File: src/design/sse_pkg.sv
// ----------------------------------------------------------------------------
// sse_pkg: shared types and constants of the subset-sum decision block
// Transfer payloads, configuration decode and walk step types.
// ----------------------------------------------------------------------------
package sse_pkg;

	localparam int VALUE_W  = 16;
	localparam int TARGET_W = 21;
	localparam int SUM_W    = TARGET_W;

	// Configuration register index (word address paddr[2])
	localparam logic REG_TARGET_SUM = 1'b0;

	typedef struct packed {
		logic [VALUE_W-1:0] element_value;
		logic               last_element;
	} elem_t;

	typedef struct packed {
		logic found;
		logic overflowed;
	} res_t;

	// One Gray-code step on its way from the walker to the accumulator
	typedef struct packed {
		logic vld;
		logic add;
	} step_t;

endpackage

File: src/design/subset_sum_exists_core.sv
// ----------------------------------------------------------------------------
// subset_sum_exists_core: subset-sum decision block
// Loads a set of elements, then walks every subset in Gray-code order.
// ----------------------------------------------------------------------------
//
//  channel  | handshake                        | payload
//  ---------+----------------------------------+-------------------------------
//  elem     | elem_valid / elem_ready          | sse_pkg::elem_t elem
//  res      | res_valid / res_ready            | sse_pkg::res_t res
//  config   | psel, penable, pwrite, pready    | paddr, pwdata, prdata
//
//  Elements are written straight into the element memory. A last element
//  starts the search: with n stored elements the walker issues 2^n - 1
//  memory reads, one per cycle, then the block drains the accumulator and
//  loads the result register, which waits out any output stall. The
//  memory's single read port sets the pace of the walk.
//  Reset clears the count, the overflow flag, the target and the result.
//  elem_ready is low from the last element until the result is loaded.
//
module subset_sum_exists_core #(
	parameter int MAX_ELEMENTS = 16
) (
	input  logic                 clk,
	input  logic                 arst_n,
	// element channel
	input  logic                 elem_valid,
	output logic                 elem_ready,
	input  sse_pkg::elem_t       elem,
	// result channel
	output logic                 res_valid,
	input  logic                 res_ready,
	output sse_pkg::res_t        res,
	// configuration port
	input  logic                 psel,
	input  logic                 penable,
	input  logic                 pwrite,
	input  logic [2:0]           paddr,
	input  logic [31:0]          pwdata,
	output logic [31:0]          prdata,
	output logic                 pready
);

	localparam int AW = (MAX_ELEMENTS > 1) ? $clog2(MAX_ELEMENTS) : 1;
	localparam int CW = $clog2(MAX_ELEMENTS + 1);

	typedef enum logic [1:0] {
		ST_IDLE,
		ST_WALK,
		ST_DRAIN,
		ST_REPORT
	} state_t;

	state_t                        state_q;
	logic [CW-1:0]                 cnt_q;
	logic [CW-1:0]                 n_q;
	logic                          ovf_q;
	logic                          ovf_set_q;
	logic [sse_pkg::TARGET_W-1:0]  target_q;
	logic                          res_valid_q;
	sse_pkg::res_t                 res_q;

	logic                          elem_xfer;
	logic                          store_full;
	logic                          start;
	logic                          run;
	logic [CW-1:0]                 cnt_next;
	logic [AW-1:0]                 rd_addr;
	logic [sse_pkg::VALUE_W-1:0]   rd_data;
	sse_pkg::step_t                step_s1;
	logic                          at_end;
	logic                          found;
	logic                          cfg_wr;
	logic                          res_load;

	// ------------------------------------------------------------------
	// Configuration: one register, target_sum at byte address 0
	// ------------------------------------------------------------------
	assign pready = 1'b1;
	assign cfg_wr = psel && penable && pwrite && pready;

	always_ff @(posedge clk or negedge arst_n) begin
		if (!arst_n) begin
			target_q <= '0;
		end else if (cfg_wr && (paddr[2] == sse_pkg::REG_TARGET_SUM)) begin
			target_q <= pwdata[sse_pkg::TARGET_W-1:0];
		end
	end

	assign prdata = (paddr[2] == sse_pkg::REG_TARGET_SUM) ? 32'(target_q) : '0;

	// ------------------------------------------------------------------
	// Loading: accept elements only while idle, drop those past the store
	// ------------------------------------------------------------------
	assign elem_ready = (state_q == ST_IDLE);
	assign elem_xfer  = elem_valid && elem_ready;
	assign store_full = (cnt_q == CW'(MAX_ELEMENTS));
	assign cnt_next   = store_full ? cnt_q : cnt_q + CW'(1);
	assign start      = elem_xfer && elem.last_element;
	assign run        = (state_q == ST_WALK);

	// Load the result register once the previous result has left
	assign res_load   = (state_q == ST_REPORT) && (!res_valid_q || res_ready);

	sse_store #(
		.DEPTH (MAX_ELEMENTS),
		.AW    (AW)
	) u_store (
		.clk   (clk),
		.we    (elem_xfer && !store_full),
		.waddr (cnt_q[AW-1:0]),
		.wdata (elem.element_value),
		.re    (run),
		.raddr (rd_addr),
		.rdata (rd_data)
	);

	// Walker issues one read per cycle; read data and step are registered before the accumulator consumes them
	sse_walk #(
		.MAX_ELEMENTS (MAX_ELEMENTS),
		.AW           (AW),
		.CW           (CW)
	) u_walk (
		.clk     (clk),
		.arst_n  (arst_n),
		.start   (start),
		.run     (run),
		.n       (n_q),
		.rd_addr (rd_addr),
		.step_s1 (step_s1),
		.at_end  (at_end)
	);

	sse_accum u_accum (
		.clk     (clk),
		.arst_n  (arst_n),
		.start   (start),
		.target  (target_q),
		.step_s1 (step_s1),
		.rd_data (rd_data),
		.found   (found)
	);

	// ------------------------------------------------------------------
	// Control: load, walk, drain the last step, hand off the result
	// ------------------------------------------------------------------
	always_ff @(posedge clk or negedge arst_n) begin
		if (!arst_n) begin
			state_q     <= ST_IDLE;
			cnt_q       <= '0;
			n_q         <= '0;
			ovf_q       <= 1'b0;
			ovf_set_q   <= 1'b0;
			res_valid_q <= 1'b0;
			res_q       <= '0;
		end else begin
			// load a fresh result, or drop the old one once the consumer takes it
			if (res_load) begin
				res_q.found      <= found;
				res_q.overflowed <= ovf_set_q;
				res_valid_q      <= 1'b1;
			end else if (res_valid_q && res_ready) begin
				res_valid_q <= 1'b0;
			end
			unique case (state_q)
				ST_IDLE: begin
					if (elem_xfer) begin
						if (elem.last_element) begin
							// latch set size and overflow, clear for the next set
							n_q       <= cnt_next;
							ovf_set_q <= ovf_q | store_full;
							cnt_q     <= '0;
							ovf_q     <= 1'b0;
							state_q   <= ST_WALK;
						end else begin
							cnt_q <= cnt_next;
							ovf_q <= ovf_q | store_full;
						end
					end
				end
				ST_WALK: begin
					if (at_end) begin
						state_q <= ST_DRAIN;
					end
				end
				ST_DRAIN: begin
					state_q <= ST_REPORT;
				end
				ST_REPORT: begin
					// hold until the result register is free
					if (res_load) begin
						state_q <= ST_IDLE;
					end
				end
				default: begin
					state_q <= ST_IDLE;
				end
			endcase
		end
	end

	assign res_valid = res_valid_q;
	assign res       = res_q;

`ifndef SYNTHESIS
	// Element count never runs past the store
	a_cnt_bound: assert property (@(posedge clk) disable iff (!arst_n)
		cnt_q <= CW'(MAX_ELEMENTS))
		else $error("element count exceeds store depth");

	// The walk reads only loaded entries
	a_rd_in_set: assert property (@(posedge clk) disable iff (!arst_n)
		run |-> (CW'(rd_addr) < n_q))
		else $error("walk reads an entry outside the loaded set");

	// A last-element transfer starts a walk with a cleared count
	a_start_walk: assert property (@(posedge clk) disable iff (!arst_n)
		start |=> (state_q == ST_WALK) && (cnt_q == '0) && !ovf_q)
		else $error("last element did not start the walk");

	// The drain cycle always carries the final step of the walk
	a_drain_step: assert property (@(posedge clk) disable iff (!arst_n)
		(state_q == ST_DRAIN) |-> step_s1.vld)
		else $error("drain without a pending step");
`endif

endmodule

File: src/design/sse_store.sv
// ----------------------------------------------------------------------------
// sse_store: element memory
// One write port, one read port, registered read data.
// ----------------------------------------------------------------------------
module sse_store #(
	parameter int DEPTH = 16,
	parameter int AW    = 4
) (
	input  logic                         clk,
	input  logic                         we,
	input  logic [AW-1:0]                waddr,
	input  logic [sse_pkg::VALUE_W-1:0]  wdata,
	input  logic                         re,
	input  logic [AW-1:0]                raddr,
	output logic [sse_pkg::VALUE_W-1:0]  rdata
);

	logic [sse_pkg::VALUE_W-1:0] mem [DEPTH];
	logic [sse_pkg::VALUE_W-1:0] rdata_q;

	always_ff @(posedge clk) begin
		if (we) begin
			mem[waddr] <= wdata;
		end
		if (re) begin
			rdata_q <= mem[raddr];
		end
	end

	assign rdata = rdata_q;

endmodule

File: src/design/sse_walk.sv
// ----------------------------------------------------------------------------
// sse_walk: Gray-code subset walker
// Counts steps, picks the element that flips and whether it joins or leaves.
// ----------------------------------------------------------------------------
module sse_walk #(
	parameter int MAX_ELEMENTS = 16,
	parameter int AW           = 4,
	parameter int CW           = 5
) (
	input  logic               clk,
	input  logic               arst_n,
	input  logic               start,
	input  logic               run,
	input  logic [CW-1:0]      n,
	output logic [AW-1:0]      rd_addr,
	output sse_pkg::step_t     step_s1,
	output logic               at_end
);

	localparam int KW = MAX_ELEMENTS + 1;

	logic [KW-1:0] k_q;
	logic [KW-1:0] end_mask;
	logic          add;

	// Flipped bit is the lowest set bit of k; it joins if bit above is clear
	always_comb begin
		rd_addr = '0;
		add     = 1'b0;
		for (int i = MAX_ELEMENTS - 1; i >= 0; i--) begin
			if (k_q[i]) begin
				rd_addr = AW'(i);
				add     = ~k_q[i+1];
			end
		end
	end

	always_comb begin
		for (int i = 0; i < KW; i++) begin
			end_mask[i] = (CW'(i) < n);
		end
	end

	assign at_end = run && (k_q == end_mask);

	always_ff @(posedge clk or negedge arst_n) begin
		if (!arst_n) begin
			k_q     <= '0;
			step_s1 <= '0;
		end else begin
			if (start) begin
				k_q <= KW'(1);
			end else if (run) begin
				k_q <= k_q + KW'(1);
			end
			step_s1.vld <= run;
			step_s1.add <= add;
		end
	end

endmodule

File: src/design/sse_accum.sv
// ----------------------------------------------------------------------------
// sse_accum: running subset sum and match flag
// Add or drop one element per step and compare against the target.
// ----------------------------------------------------------------------------
module sse_accum (
	input  logic                          clk,
	input  logic                          arst_n,
	input  logic                          start,
	input  logic [sse_pkg::TARGET_W-1:0]  target,
	input  sse_pkg::step_t                step_s1,
	input  logic [sse_pkg::VALUE_W-1:0]   rd_data,
	output logic                          found
);

	logic [sse_pkg::SUM_W-1:0] sum_q;
	logic [sse_pkg::SUM_W-1:0] sum_next;
	logic [sse_pkg::SUM_W-1:0] value_ext;
	logic                      found_q;

	assign value_ext = sse_pkg::SUM_W'(rd_data);
	assign sum_next  = step_s1.add ? sum_q + value_ext : sum_q - value_ext;

	always_ff @(posedge clk or negedge arst_n) begin
		if (!arst_n) begin
			sum_q   <= '0;
			found_q <= 1'b0;
		end else if (start) begin
			sum_q   <= '0;
			found_q <= (target == '0);
		end else if (step_s1.vld) begin
			sum_q   <= sum_next;
			found_q <= found_q | (sum_next == target);
		end
	end

	assign found = found_q;

endmodule

File: config.mk
export PLATFORM = sky130hd
export DESIGN_NAME = subset_sum_exists_core
export DESIGN_NICKNAME = d
export VERILOG_FILES = /design/src/design/sse_pkg.sv /design/src/design/subset_sum_exists_core.sv /design/src/design/sse_store.sv /design/src/design/sse_walk.sv /design/src/design/sse_accum.sv
export SDC_FILE = /design/constraint.sdc
export NUM_CORES = 1
export LEC_CHECK = 0
export ABC_CLOCK_PERIOD_IN_PS = 6300
export BUFFER_PORTS_ARGS = -buffer_cell sky130_fd_sc_hd__buf_2
export CORE_UTILIZATION = 55
export DETAILED_ROUTE_END_ITERATION = 10
export PLACE_DENSITY = 0.81
export SLEW_MARGIN = 20
export SYNTH_ARGS = -nofsm -noshare
export SYNTH_HDL_FRONTEND = slang
export SYNTH_SLANG_ARGS = --single-unit
export TNS_END_PERCENT = 5
File: constraint.sdc
create_clock -name clk -period 6.3 [get_ports clk]
set_input_delay 0.315 -clock clk [delete_from_list [all_inputs] [get_ports clk]]
set_output_delay 0.315 -clock clk [all_outputs]
set_load 0.05 [all_outputs]
Yosys cells after proc, flatten, opt, wreduce, memory -nomap -nowiden
Memories as Yosys holds them, arrays and structs flattened. A register that Yosys moved wholly into a read port is not among the register bits.
Cells that the tools add are included.

operators by class
  $add $sub $neg = 4
  order comparisons = 17
  eq/ne operators = 10
  mux-type cells = 52
  bitwise operators = 19
  reductions and logical operators = 20

operators with widths
  cell                     number
  $mux W21                 4
  $mux W4                  16
  $lt A4 B5 Y1 const A     8
  $mux W17                 2
  $mux W1                  23
  $add A21 B16 Y21         1
  $eq A21 B21 Y1           1
  $logic_not A21 Y1        1
  $sub A21 B16 Y21         1
  $lt A3 B5 Y1 const A     4
  $add A17 B1 Y17 const B  1
  $eq A17 B17 Y1           1
  $not A1 Y1               17
  $lt A1 B5 Y1 const A     2
  $lt A2 B5 Y1 const A     2
  $mux W5                  2
  $logic_and A1 B1 Y1      9
  $mux W2                  4
  $pmux W2 S4              1
  $reduce_bool A2 Y1       3
  $add A5 B1 Y5 const B    1
  $eq A5 B5 Y1 const B     1
  $lt A5 B5 Y1 const A     1
  $eq A2 B2 Y1 const B     2
  other kinds (10)         14

storage, ports and cells
  register bits after elaboration = 79
  bits in writable memories = 256
  input bits = 59
  output and inout port bits = 37
  memories kept = 1

memories
  memory       depth  bits a word  read ports  clocked after Yosys merged registers in  write ports  RTL line         text
  u_store.mem  16     16           1           1                                        1            sse_store.sv:18  logic [sse_pkg::VALUE_W-1:0] mem [DEPTH];

Depth between registers and ports, before layout
Gate-level depths: netlist of run 1.

  depth after elaboration = 17
  depth in mapped cells = 17
  depth with buffers taken out = 16

Modules after synthesis
A second synthesis of run 1 with hierarchy kept.

second synthesis, totals
  cell total of the unflattened synthesis = 1187
  area, all modules = 16704.8 sq um

modules (own cells, without submodules)
  module                  times used  cells each  area each (sq um)
  sse_store               1           432         10202.3
  sse_accum               1           371         2927.8
  subset_sum_exists_core  1           166         1908.1
  sse_walk                1           218         1666.6

Worst setup path before layout of run 1
OpenSTA, ideal clock, no wires.

  kind = reg2reg
  from = register u_store.rdata_q, in the netlist u_store.rdata[3] (read register of u_store.mem)
  to = register u_accum.found_q, in the netlist u_accum.found
  arrival time = 4495 ps
  required time = 6234 ps
  slack = 1739 ps
  cell stages (with the launch flop) = 17
  buffers on the path = 1
  period minus slack after synthesis = 4561 ps
  path through = edfxtp_1 -> or4_4 -> or3_4 -> or3_4 -> nor4b_1 -> a21oi_1 -> ha_1 -> clkbuf_1 -> a2111o_1 -> and3_1 -> a2111oi_0 -> nand4bb_1 -> nor4_1 -> nand4_1 -> nor4_1 -> nand4_1 -> nand2_1

between the ends
  word-level cells in the longest chain between the ends = 6

ends and longest elaborated chain
  item                                                         RTL line         text
  start: declaration                                           sse_store.sv:19  logic [sse_pkg::VALUE_W-1:0] rdata_q;
  $sub A21 B16 Y21 / $add A21 B16 Y21 (equally long branches)  sse_accum.sv:21  assign sum_next = step_s1.add ? sum_q + value_ext : sum_q - value_ext;
  $mux W21 (*)                                                 sse_accum.sv:21
  $eq A21 B21 Y1 (*)                                           sse_accum.sv:32  found_q <= found_q | (sum_next == target);
  $or A1 B1 Y1 (*)                                             sse_accum.sv:32
  $mux W1 (*)                                                  sse_accum.sv:30  end else if (step_s1.vld) begin
  $mux W1 (*)                                                  sse_accum.sv:27  end else if (start) begin
  end signal: assignment                                       sse_accum.sv:29  found_q <= (target == '0);
  end signal: assignment                                       sse_accum.sv:32
  end: declaration                                             sse_accum.sv:18  logic found_q;

Every way passes the cells marked *; elsewhere a longest branch is shown, timed or not. The select of a mux whose other input is x is not followed.
A chain may end at the register's enable or synchronous reset.

Worst setup path after layout of run 1
Ends and elaborated chain as after synthesis.

==> results of run 1 <==
-- state kept, by name, summed over array words and instances, names as in the netlist --
register / flops
state_q: 2
ovf_q: 1
ovf_set_q: 1
u_walk.k_q: 17
n_q: 5
u_accum.found: 1
u_accum.sum_q: 21
res: 2
target_q: 21
res_valid: 1
u_walk.step_s1: 2
cnt_q: 5
u_store.rdata: 16
u_store.mem: 256
-- cells by family after synthesis --
family / count (synthesis)
other cells: 2
xor+xnor: 76
simple gates: 319
fa+ha+maj: 31
mux: 109
flops: 351
compound gates: 209
buf+inv: 109
-- metal layers --
layer / vias up / part of all wire [%] / wire length [µm]
met5: - / 0 / 0
met4: 0 / 3.7 / 1437
met3: 107 / 7.4 / 2886
met2: 535 / 50 / 19330
met1: 5190 / 39 / 15380
li1: 4702 / - / -
-- critical path: cells and delay by family (launching register included) --
family / cells / cell delay, ps
adders and majority gates: 1 / 450
and+or+nand+nor: 11 / 2880
DFF: 1 / 450
AOI/OAI and AO/OA: 3 / 900
buffers and inverters: 1 / 190
-- area by class of cell --
class / instances / area share [%]
clock buffers: 44 / 5.157
clock inverters: 23 / 1.469
flip-flops and latches: 351 / 54.38
repair buffers: 90 / 2.837
well taps: 390 / 2.616
inverters: 25 / 0.5030
multi-input cells: 756 / 33.04
-- timing repair --
action                                 in CTS  in global routing
gates resized for setup                     0                  0
endpoints found under the hold margin       8                 79
setup buffers                               0                  0
hold buffers                                8                  1
-- stage by stage --
stage / hold WS, ps / utilization [%]
after CTS: 3.755 / 62.72
after detailed placement: 471.3 / 58.29
final: 16.58 / 62.78
after global routing: 13.07 / 62.78
after global placement: 457.5 / 58.27
after floorplan: 19.41 / -
-- how the worst max path moves through the flow --
stage,from,slack [ps],to,cells past startpoint
floorplan,u_store.rdata[3],1740,u_accum.found,16
global placement,u_store.rdata[3],1410,u_accum.found,16
detailed placement,u_store.rdata[3],1370,u_accum.found,16
CTS,u_store.rdata[3],1330,u_accum.found,16
global route,u_store.rdata[3],1080,u_accum.found,16
finish,u_store.rdata[3],1340,u_accum.found,16
-- layout by cell type (no fill, tap or decap), types with 5 or more instances in the layout --
cell and count:
nor3_1 14, xnor2_1 37, o21ai_0 37, a21oi_1 53, ha_1 29, nor4_1 17, clkbuf_16 37, buf_4 11
o31ai_1 5, and2_1 12, o21bai_1 5, and3_1 18, nand3_1 23, edfxtp_1 272, conb_1 12, a22oi_1 34
o2111ai_1 5, nor2b_1 27, mux2_2 25, clkinv_2 9, a21o_1 8, nor2_1 85, a211oi_1 6, dlygate4sd3_1 9
nand2_1 71, mux4_2 64, dfrtp_1 79, nand4_1 12, o211ai_1 7, nand2b_1 8, clkbuf_1 6, xor2_1 33
buf_2 69, inv_1 25, a31oi_1 8, mux2i_1 20
-- power groups by stage --
stage	clock network, mW	logic [mW]	registers, mW
2_1_floorplan	0	4.01	3.07
5_1_grt	2.32	5.52	3.26
4_1_cts	2.23	5.06	3.21
3_5_place_dp	0	4.99	3.25
6_report	2.21	5.07	3.22
3_3_place_gp	0	4.91	3.23
==> results.json, run 1 <==
{
  "status": "complete, no violations",
  "finalNonFillerCells": 1679,
  "syn_area_um2": 16680,
  "dp.cells": 1603,
  "reg2regPathDepth": 16,
  "cpPeakStageDelay_ps": 550,
  "place_ws_ps": 1368,
  "io_buffers": 70,
  "power_density_nw_per_um2": 562.8,
  "synth_mux_area_share_pct": 11.53,
  "cts_tree": "done",
  "dr.first_iter.drc_count": 1034,
  "maxCapViolations": 0,
  "routed_wl_mm": 39.02,
  "die-area_um2": 31030,
  "synth_xor_area_share_pct": 4.462,
  "synthAdderAreaFrac_pct": 2.370,
  "hold_depth": 2,
  "cp_data_arrival_time_ps": 5430,
  "power_leakage_nw": 6.900,
  "tns_ps": 0,
  "wl_per_cell_um": 23.24,
  "clk_pin_slew_ps": 60,
  "cp_cell_sequence": "or4_4 > or3_4 > or3_4 > nor4b_1 > buf_4 > a21oi_1 > ha_1 > a2111o_1 > and3_1 > a2111oi_0 > nand4bb_1 > nor4_1 > nand4_1 > nor4_1 > nand4_1 > nand2_1",
  "area_growth_syn_to_layout_pct": 11.83,
  "p_int_mw": 6.293,
  "critPathRequiredTime_ps": 6760,
  "holdPathEnd": "target_q[0]",
  "place_area_um2": 17320,
  "use_met1_pct": 33.66,
  "clock_skew_ps": 27.81,
  "maxSlewHeadroom_pct": 20.17,
  "yosysSeqAreaShare_pct": 60.81,
  "drive_gt1_share_pct": 19.32,
  "hold_path_class": "in -> reg",
  "p_switching_mw": 4.207,
  "antenna_cells": 0,
  "synth_top_family_by_area": "multiplexers",
  "multiInputGateArea_um2": 6165,
  "ff_latch_area_um2": 10140,
  "vias": 10530,
  "max_clock_freq_mhz": 201.4,
  "grtUsageTotal_pct": 25.68,
  "clock_latency_ps": 550,
  "cts_made_buffers": 37,
  "synth_top_flop_cell": "edfxtp_1",
  "p_seq_share_pct": 30.7,
  "ant_nets": 0,
  "final_cell_area_um2": 18660,
  "synth.cells.most_frequent": "edfxtp_1 (272), nor2_1 (89), dfrtp_1 (79)",
  "synth_top_area_share_pct": 48.96,
  "grt_max_degree": 80,
  "slew_viol_final": 0,
  "reg2reg_from": "u_store.rdata[3]",
  "critPathKind": "reg -> reg",
  "synth_compound_area_share_pct": 8.355,
  "ir_worst_vdd_mv": 0.2592,
  "h-tree-depth": 2,
  "hold_viol": 0,
  "p_clk_share_pct": 21.0,
  "synth-seq-cells": 351,
  "rows": 63,
  "grt.busiest_layer": "met2",
  "fp.dieH_um": 176.2,
  "finalWorstSetupSlack_ps": 1336,
  "initial_core_util_pct": 56.14,
  "routabilityCongestion": 0.9126,
  "grt_setup_unrepaired": "no",
  "tightest_slew_ps": 1197,
  "min_period_ps": 4964,
  "vias_per_cell": 6.274,
  "holdCritStartpoint": "pwdata[0]",
  "ff2ff_setup_slack_ps": 1340,
  "cts.path.max_buffers": 3,
  "netlist_top_cells_area": "edfxtp_1 (49%), dfrtp_1 (12%), mux4_2 (8.6%)",
  "async_reset_ff_share_pct": 22.51,
  "grt_pass1_wl_mm": 59.75,
  "fp.dieW_um": 176.2,
  "synth-edff-count": 272,
  "final_nets": 1351,
  "fin_crit_sh_pct": 78.80,
  "antenna_found_initial": 0,
  "setup_viol": 0,
  "post-dp-hpwl_mm": 22.80,
  "nFillCells": 2115,
  "endpoint_kind": "flop",
  "gr-usage-met2_pct": 42.75,
  "start_kind": "flop",
  "synth_warnings": 0,
  "syn-mean-instance-area_um2": 13.83,
  "met3_usage_pct": 3.962,
  "cts.sinks": 351,
  "cp_slowest_cell": "or4_4",
  "clockRootBuffer": "clkbuf_16",
  "synthSimpleGateAreaFrac_pct": 9.660,
  "ys_types": 71,
  "overflow": 0,
  "core_region_area_um2": 29720,
  "synth_area_leader_cell": "edfxtp_1",
  "grt_pass1_vias": 10470,
  "power_frac_comb_pct": 48.3,
  "r2r_end": "u_accum.found",
  "crit_fanout": 9,
  "drc": 0,
  "p_total_mw": 10.50,
  "io_pins": 96,
  "synth.most_common_cell": "edfxtp_1",
  "synth_cells": 1206,
  "firstDrtPassIters": 5,
  "power.share.switching_pct": 40.06
}
No activity file was read; power rests on OpenSTA's default activity.
==> inputs of run 2 (changes only) <==
- ABC_CLOCK_PERIOD_IN_PS: 6300 -> 4700
- clock period: 6.3 -> 4.7 ns (I/O delays scaled with it)
==> run 2 against run 1 <==
- register-to-register slack got worse by 1100 ps
- sequential power rose by 34%
- non-clock buffer count increased by 38
- cell count grew 2.4%
- core utilization up 1.0 points
- clock skew shrank 9.9 ps
- critical path depth is the same
- die area unchanged
==> results.json, run 2 (synthesis gave the netlist of run 1 again) <==
{
  "tightest_slew_ps": 1186,
  "io_buffers": 70,
  "power_density_nw_per_um2": 760.4,
  "clk_pin_slew_ps": 70,
  "multiInputGateArea_um2": 6182,
  "grt_pass1_vias": 10700,
  "die-area_um2": 31030,
  "grtUsageTotal_pct": 26.51,
  "drc": 0,
  "cts_tree": "done",
  "fin_crit_sh_pct": 95.99,
  "power_leakage_nw": 7.062,
  "grt_pass1_wl_mm": 61.62,
  "cp_num_buf_inv": 1,
  "ff_latch_area_um2": 10140,
  "place_ws_ps": 19.89,
  "routabilityCongestion": 0.8944,
  "reg.largest.list": "u_store.mem: 256 flops, target_q: 21 flops, u_accum.sum_q: 21 flops",
  "grt_max_degree": 60,
  "nFillCells": 2079,
  "area_growth_syn_to_layout_pct": 13.68,
  "ir_worst_vdd_mv": 0.4238,
  "core_region_area_um2": 29720,
  "final_common_cell": "edfxtp_1",
  "wl_per_cell_um": 23.33,
  "min_period_ps": 4512,
  "dr.first_iter.drc_count": 937,
  "crit_fanout": 4,
  "clock_skew_ps": 17.90,
  "drive_gt1_share_pct": 20.87,
  "rows": 63,
  "h-tree-depth": 2,
  "crit_family": "simple AND/OR/NAND/NOR gates",
  "io_pins": 96,
  "clock_latency_ps": 540,
  "maxCapViolations": 0,
  "cts.sinks": 351,
  "overflow": 0,
  "critPathRequiredTime_ps": 5170,
  "largest_register_ffs": 256,
  "clockRootBuffer": "clkbuf_16",
  "post-dp-hpwl_mm": 23.80,
  "cp_cell_sequence": "or4_4 > or3_4 > or3_4 > nor4b_2 > buf_4 > a21oi_1 > ha_1 > a2111o_1 > and3_1 > a2111oi_2 > nand4bb_1 > nor4_1 > nand4_1 > nor4_1 > nand4_1 > nand2_1",
  "start_kind": "flop",
  "routed_wl_mm": 40.11,
  "fp.dieW_um": 176.2,
  "endpoint_kind": "flop",
  "cpPeakStageDelay_ps": 540,
  "finalWorstSetupSlack_ps": 188.3,
  "slew_viol_final": 0,
  "cts.path.max_buffers": 3,
  "place_area_um2": 17510,
  "hold_ws_ps": 27.75,
  "max_clock_freq_mhz": 221.6,
  "vias_per_cell": 6.257,
  "antenna_found_initial": 2,
  "critPathKind": "reg -> reg",
  "final_nets": 1389,
  "status": "complete, no violations",
  "cts_made_buffers": 37,
  "firstDrtPassIters": 5,
  "setup_viol": 0,
  "tns_ps": 0,
  "fp.dieH_um": 176.2,
  "final_cell_mix": "edfxtp_1 (272), nor2_1 (85), dfrtp_1 (79)",
  "hold_path_class": "in -> reg",
  "initial_core_util_pct": 56.14,
  "vias": 10760,
  "final_cell_area_um2": 18970,
  "cp_slowest_cell": "or4_4",
  "largest_register": "u_store.mem",
  "cp_data_arrival_time_ps": 4980,
  "hold_viol": 0,
  "maxSlewHeadroom_pct": 20.94,
  "ant_nets": 0
}
==> run 2: cell count changes in the layout (fill, tap and decap cells not counted), sizes merged <==
cell	change
dlygate4sd3	+14
bufinv	-2
diode	+2
clkinv	-4
buf	+24
inv	+4
clkinvlp	+2
==> run 2: metrics by stage <==
step / total power, mW / utilization (%) / instances
floorplan: 9.487 / - / 1216
global placement: 11.30 / 58.94 / 1626
detailed placement: 11.43 / 58.94 / 1626
CTS: 14.36 / 63.69 / 1716
global route: 15.26 / 63.81 / 1718
finish: 14.42 / 63.82 / 1719
==> run 2: path summary, 6_finish.rpt <==
path	start	to	slack [ps]	depth (start not counted)
max	u_store.rdata[5]	u_accum.found	190	16
min	elem[0]	cnt_q[4]	30	2
max reg2reg	u_store.rdata[5]	u_accum.found	190	16
min reg2reg	ovf_set_q	ovf_set_q	480	2
max in group asynchronous	arst_n	u_accum.sum_q[4]	3520	3
min in group asynchronous	arst_n	cnt_q[4]	130	2
==> run 2: area by class of cell <==
type                            instances  share of cell area [%]
Antenna cell                            2                 0.02639
Clock buffer                           44                   5.133
Clock inverter                         23                   1.095
Inverter                               25                  0.4948
Multi-Input combinational cell        756                   32.60
Sequential cell                       351                   53.49
Tap cell                              390                   2.573
Timing Repair Buffer                  128                   4.592
==> run 2: worst register-to-register path, cell delays in order, from the launching register on <==
cell       delay, ps
edfxtp_1         380
or4_4            540
or3_4            350
or3_4            370
nor4b_2          280
buf_4            180
a21oi_1           70
ha_1             320
a2111o_1         410
and3_1           200
a2111oi_2        310
nand4bb_1        140
nor4_1           300
nand4_1          140
nor4_1           240
nand4_1          120
nand2_1           80
==> run 2: layer usage <==
metal | global-route usage (%) | wire, µm | vias up
li1 | - | - | 4778
met4 | 11.16 | 1533 | 0
met3 | 4.307 | 2611 | 117
met1 | 33.89 | 15870 | 5376
met2 | 45.00 | 20100 | 485
met5 | 0 | 0 | -
==> run 2: what timing repair did <==
item	in CTS	in global routing
setup buffers	0	1
pin swaps	0	1
hold buffers	23	0
endpoints found under the setup margin	1	1
endpoints found under the hold margin	42	0
gates resized for setup	1	4
==> run 2: report_power, final <==
| part | total [mW] | internal, mW | leakage (nW) | switching (mW) |
|---|---|---|---|---|
| clock | 2.87 | 1.62 | 0.574 | 1.25 |
| combinational | 7.25 | 3.20 | 3.06 | 4.06 |
| sequential | 4.30 | 3.82 | 3.43 | 0.484 |
| total | 14.4 | 8.63 | 7.06 | 5.79 |
==> inputs of run 3 (changes only) <==
- CORE_UTILIZATION: 55 -> 41
- PLACE_DENSITY: 0.81 -> 0.65
==> run 3 against run 2 <==
- cell count grew 8.4%
- sequential share of layout area shrank 0.95 points
- routed wire length shrank 2.5%
- critical path type unchanged
- critical endpoint unchanged
- largest cell class unchanged
==> results.json, run 3 (synthesis gave the netlist of run 1 again) <==
{
  "status": "complete, no violations",
  "cp_num_buf_inv": 1,
  "cts.sinks": 351,
  "firstDrtPassIters": 5,
  "cp_data_arrival_time_ps": 4940,
  "largest_register_ffs": 256,
  "final_common_cell": "edfxtp_1",
  "final_cell_area_um2": 19310,
  "hold_viol": 0,
  "cp_cell_sequence": "or4_4 > or3_4 > or3_4 > nor4b_4 > buf_4 > a21oi_2 > ha_1 > a2111o_1 > and3_4 > a2111oi_4 > nand4bb_1 > nor4_2 > nand4_1 > nor4_2 > nand4_1 > nand2_1",
  "worst-path-stages": 16,
  "cpPeakStageDelay_ps": 550,
  "cts_made_buffers": 39,
  "io_buffers": 70,
  "hold_path_class": "in -> reg",
  "maxSlewHeadroom_pct": 25.30,
  "r2r_end": "u_accum.found",
  "dr.first_iter.drc_count": 852,
  "fin_crit_sh_pct": 94.56,
  "initial_core_util_pct": 41.80,
  "clock_latency_ps": 550,
  "grtUsageTotal_pct": 18.93,
  "endpoint_kind": "flop",
  "drive_gt1_share_pct": 21.60,
  "clockRootBuffer": "clkbuf_16",
  "wl_per_cell_um": 20.99,
  "io_pins": 96,
  "critPathKind": "reg -> reg",
  "critPathRequiredTime_ps": 5190,
  "clk_pin_slew_ps": 60,
  "holdPathEnd": "ovf_q",
  "vias_per_cell": 5.560,
  "power_leakage_nw": 7.155,
  "holdCritStartpoint": "elem_valid",
  "ant_nets": 0,
  "die-area_um2": 41500,
  "fp.dieW_um": 203.7,
  "antenna_found_initial": 1,
  "overflow": 0,
  "max_clock_freq_mhz": 225.0,
  "power_density_nw_per_um2": 755.7,
  "final_cell_mix": "edfxtp_1 (272), nor2_1 (87), dfrtp_1 (79)",
  "slew_viol_final": 0,
  "h-tree-depth": 2,
  "setup_viol": 0,
  "rows": 73,
  "final_nets": 1400,
  "fp.dieH_um": 203.7,
  "largest_register": "u_store.mem",
  "tightest_slew_ps": 1121,
  "maxCapViolations": 0,
  "fin_util_pct": 48.37,
  "grt_max_degree": 58,
  "place_area_um2": 17740,
  "crit_fanout": 4,
  "grt_pass1_wl_mm": 59.48,
  "core_region_area_um2": 39910,
  "tns_ps": 0,
  "reg.largest.list": "u_store.mem: 256 flops, target_q: 21 flops, u_accum.sum_q: 21 flops",
  "reg2reg_from": "u_store.rdata[5]",
  "vias": 10360,
  "drc": 0,
  "ff2ff_setup_slack_ps": 260,
  "area_growth_syn_to_layout_pct": 15.73,
  "post-dp-hpwl_mm": 24.36,
  "routabilityCongestion": 0.8832,
  "start_kind": "flop",
  "cp_slowest_cell": "or4_4",
  "clock_skew_ps": 12.95,
  "grt_pass1_vias": 10090,
  "routed_wl_mm": 39.12,
  "reg2regPathDepth": 16,
  "hold_depth": 3,
  "crit_family": "simple AND/OR/NAND/NOR gates",
  "cts.path.max_buffers": 3,
  "ir_worst_vdd_mv": 0.3695,
  "min_period_ps": 4444,
  "cts_tree": "done"
}
## run 3: where the power goes
part	switching [mW]	leakage, nW	internal [mW]
clock	1.29	0.600	1.66
combinational	4.07	3.12	3.26
sequential	0.499	3.43	3.82
## run 3: worst max-delay path by stage
stage                           startpoint  slack, ps             to
after floorplan           u_store.rdata[3]        140  u_accum.found
after global placement    u_store.rdata[5]        -10  u_accum.found
after detailed placement  u_store.rdata[5]        -40  u_accum.found
after CTS                 u_store.rdata[5]         20  u_accum.found
after global routing      u_store.rdata[5]        -10  u_accum.found
final                     u_store.rdata[5]        260  u_accum.found
## run 3: worst min-delay path, cell delays in order
cell and delay (ps):
buf_2 140, a31oi_1 80, nor2_1 80
## run 3: timing repair
action | 4_1_cts | 5_1_grt
hold endpoints to repair | 46 | 0
setup endpoints to repair | 1 | 1
pin swaps | 0 | 15
resized for setup | 2 | 13
buffers inserted | 0 | 4
hold buffers | 24 | 0
## run 3: routing by layer
layer,up-vias,global-route usage (%),wire (µm)
li1,4800,-,-
met3,59,2.796,2288
met5,-,0,0
met2,337,30.99,18890
met4,0,5.397,912
met1,5167,26.20,17030
## run 3: stage by stage
stage / total power, mW / instances / setup WS (ps) / hold WS [ps]
floorplan: 9.487 / 1216 / 138.7 / -60.59
global placement: 11.42 / 1766 / -10.81 / 159.8
detailed placement: 11.49 / 1766 / -38.72 / 156.3
CTS: 14.49 / 1859 / 24.87 / 20.94
global route: 15.49 / 1863 / -14.49 / 55.12
finish: 14.59 / 1864 / 255.6 / 32.70
## run 3: layout make-up
cell class | count | area, µm²
Multi-Input combinational cell | 756 | 6223
Antenna cell | 1 | 2.502
Clock buffer | 45 | 998.5
Clock inverter | 24 | 217.7
Inverter | 25 | 93.84
Fill cell | 3412 | 20610
Tap cell | 525 | 656.9
Sequential cell | 351 | 10140
Timing Repair Buffer | 137 | 969.7
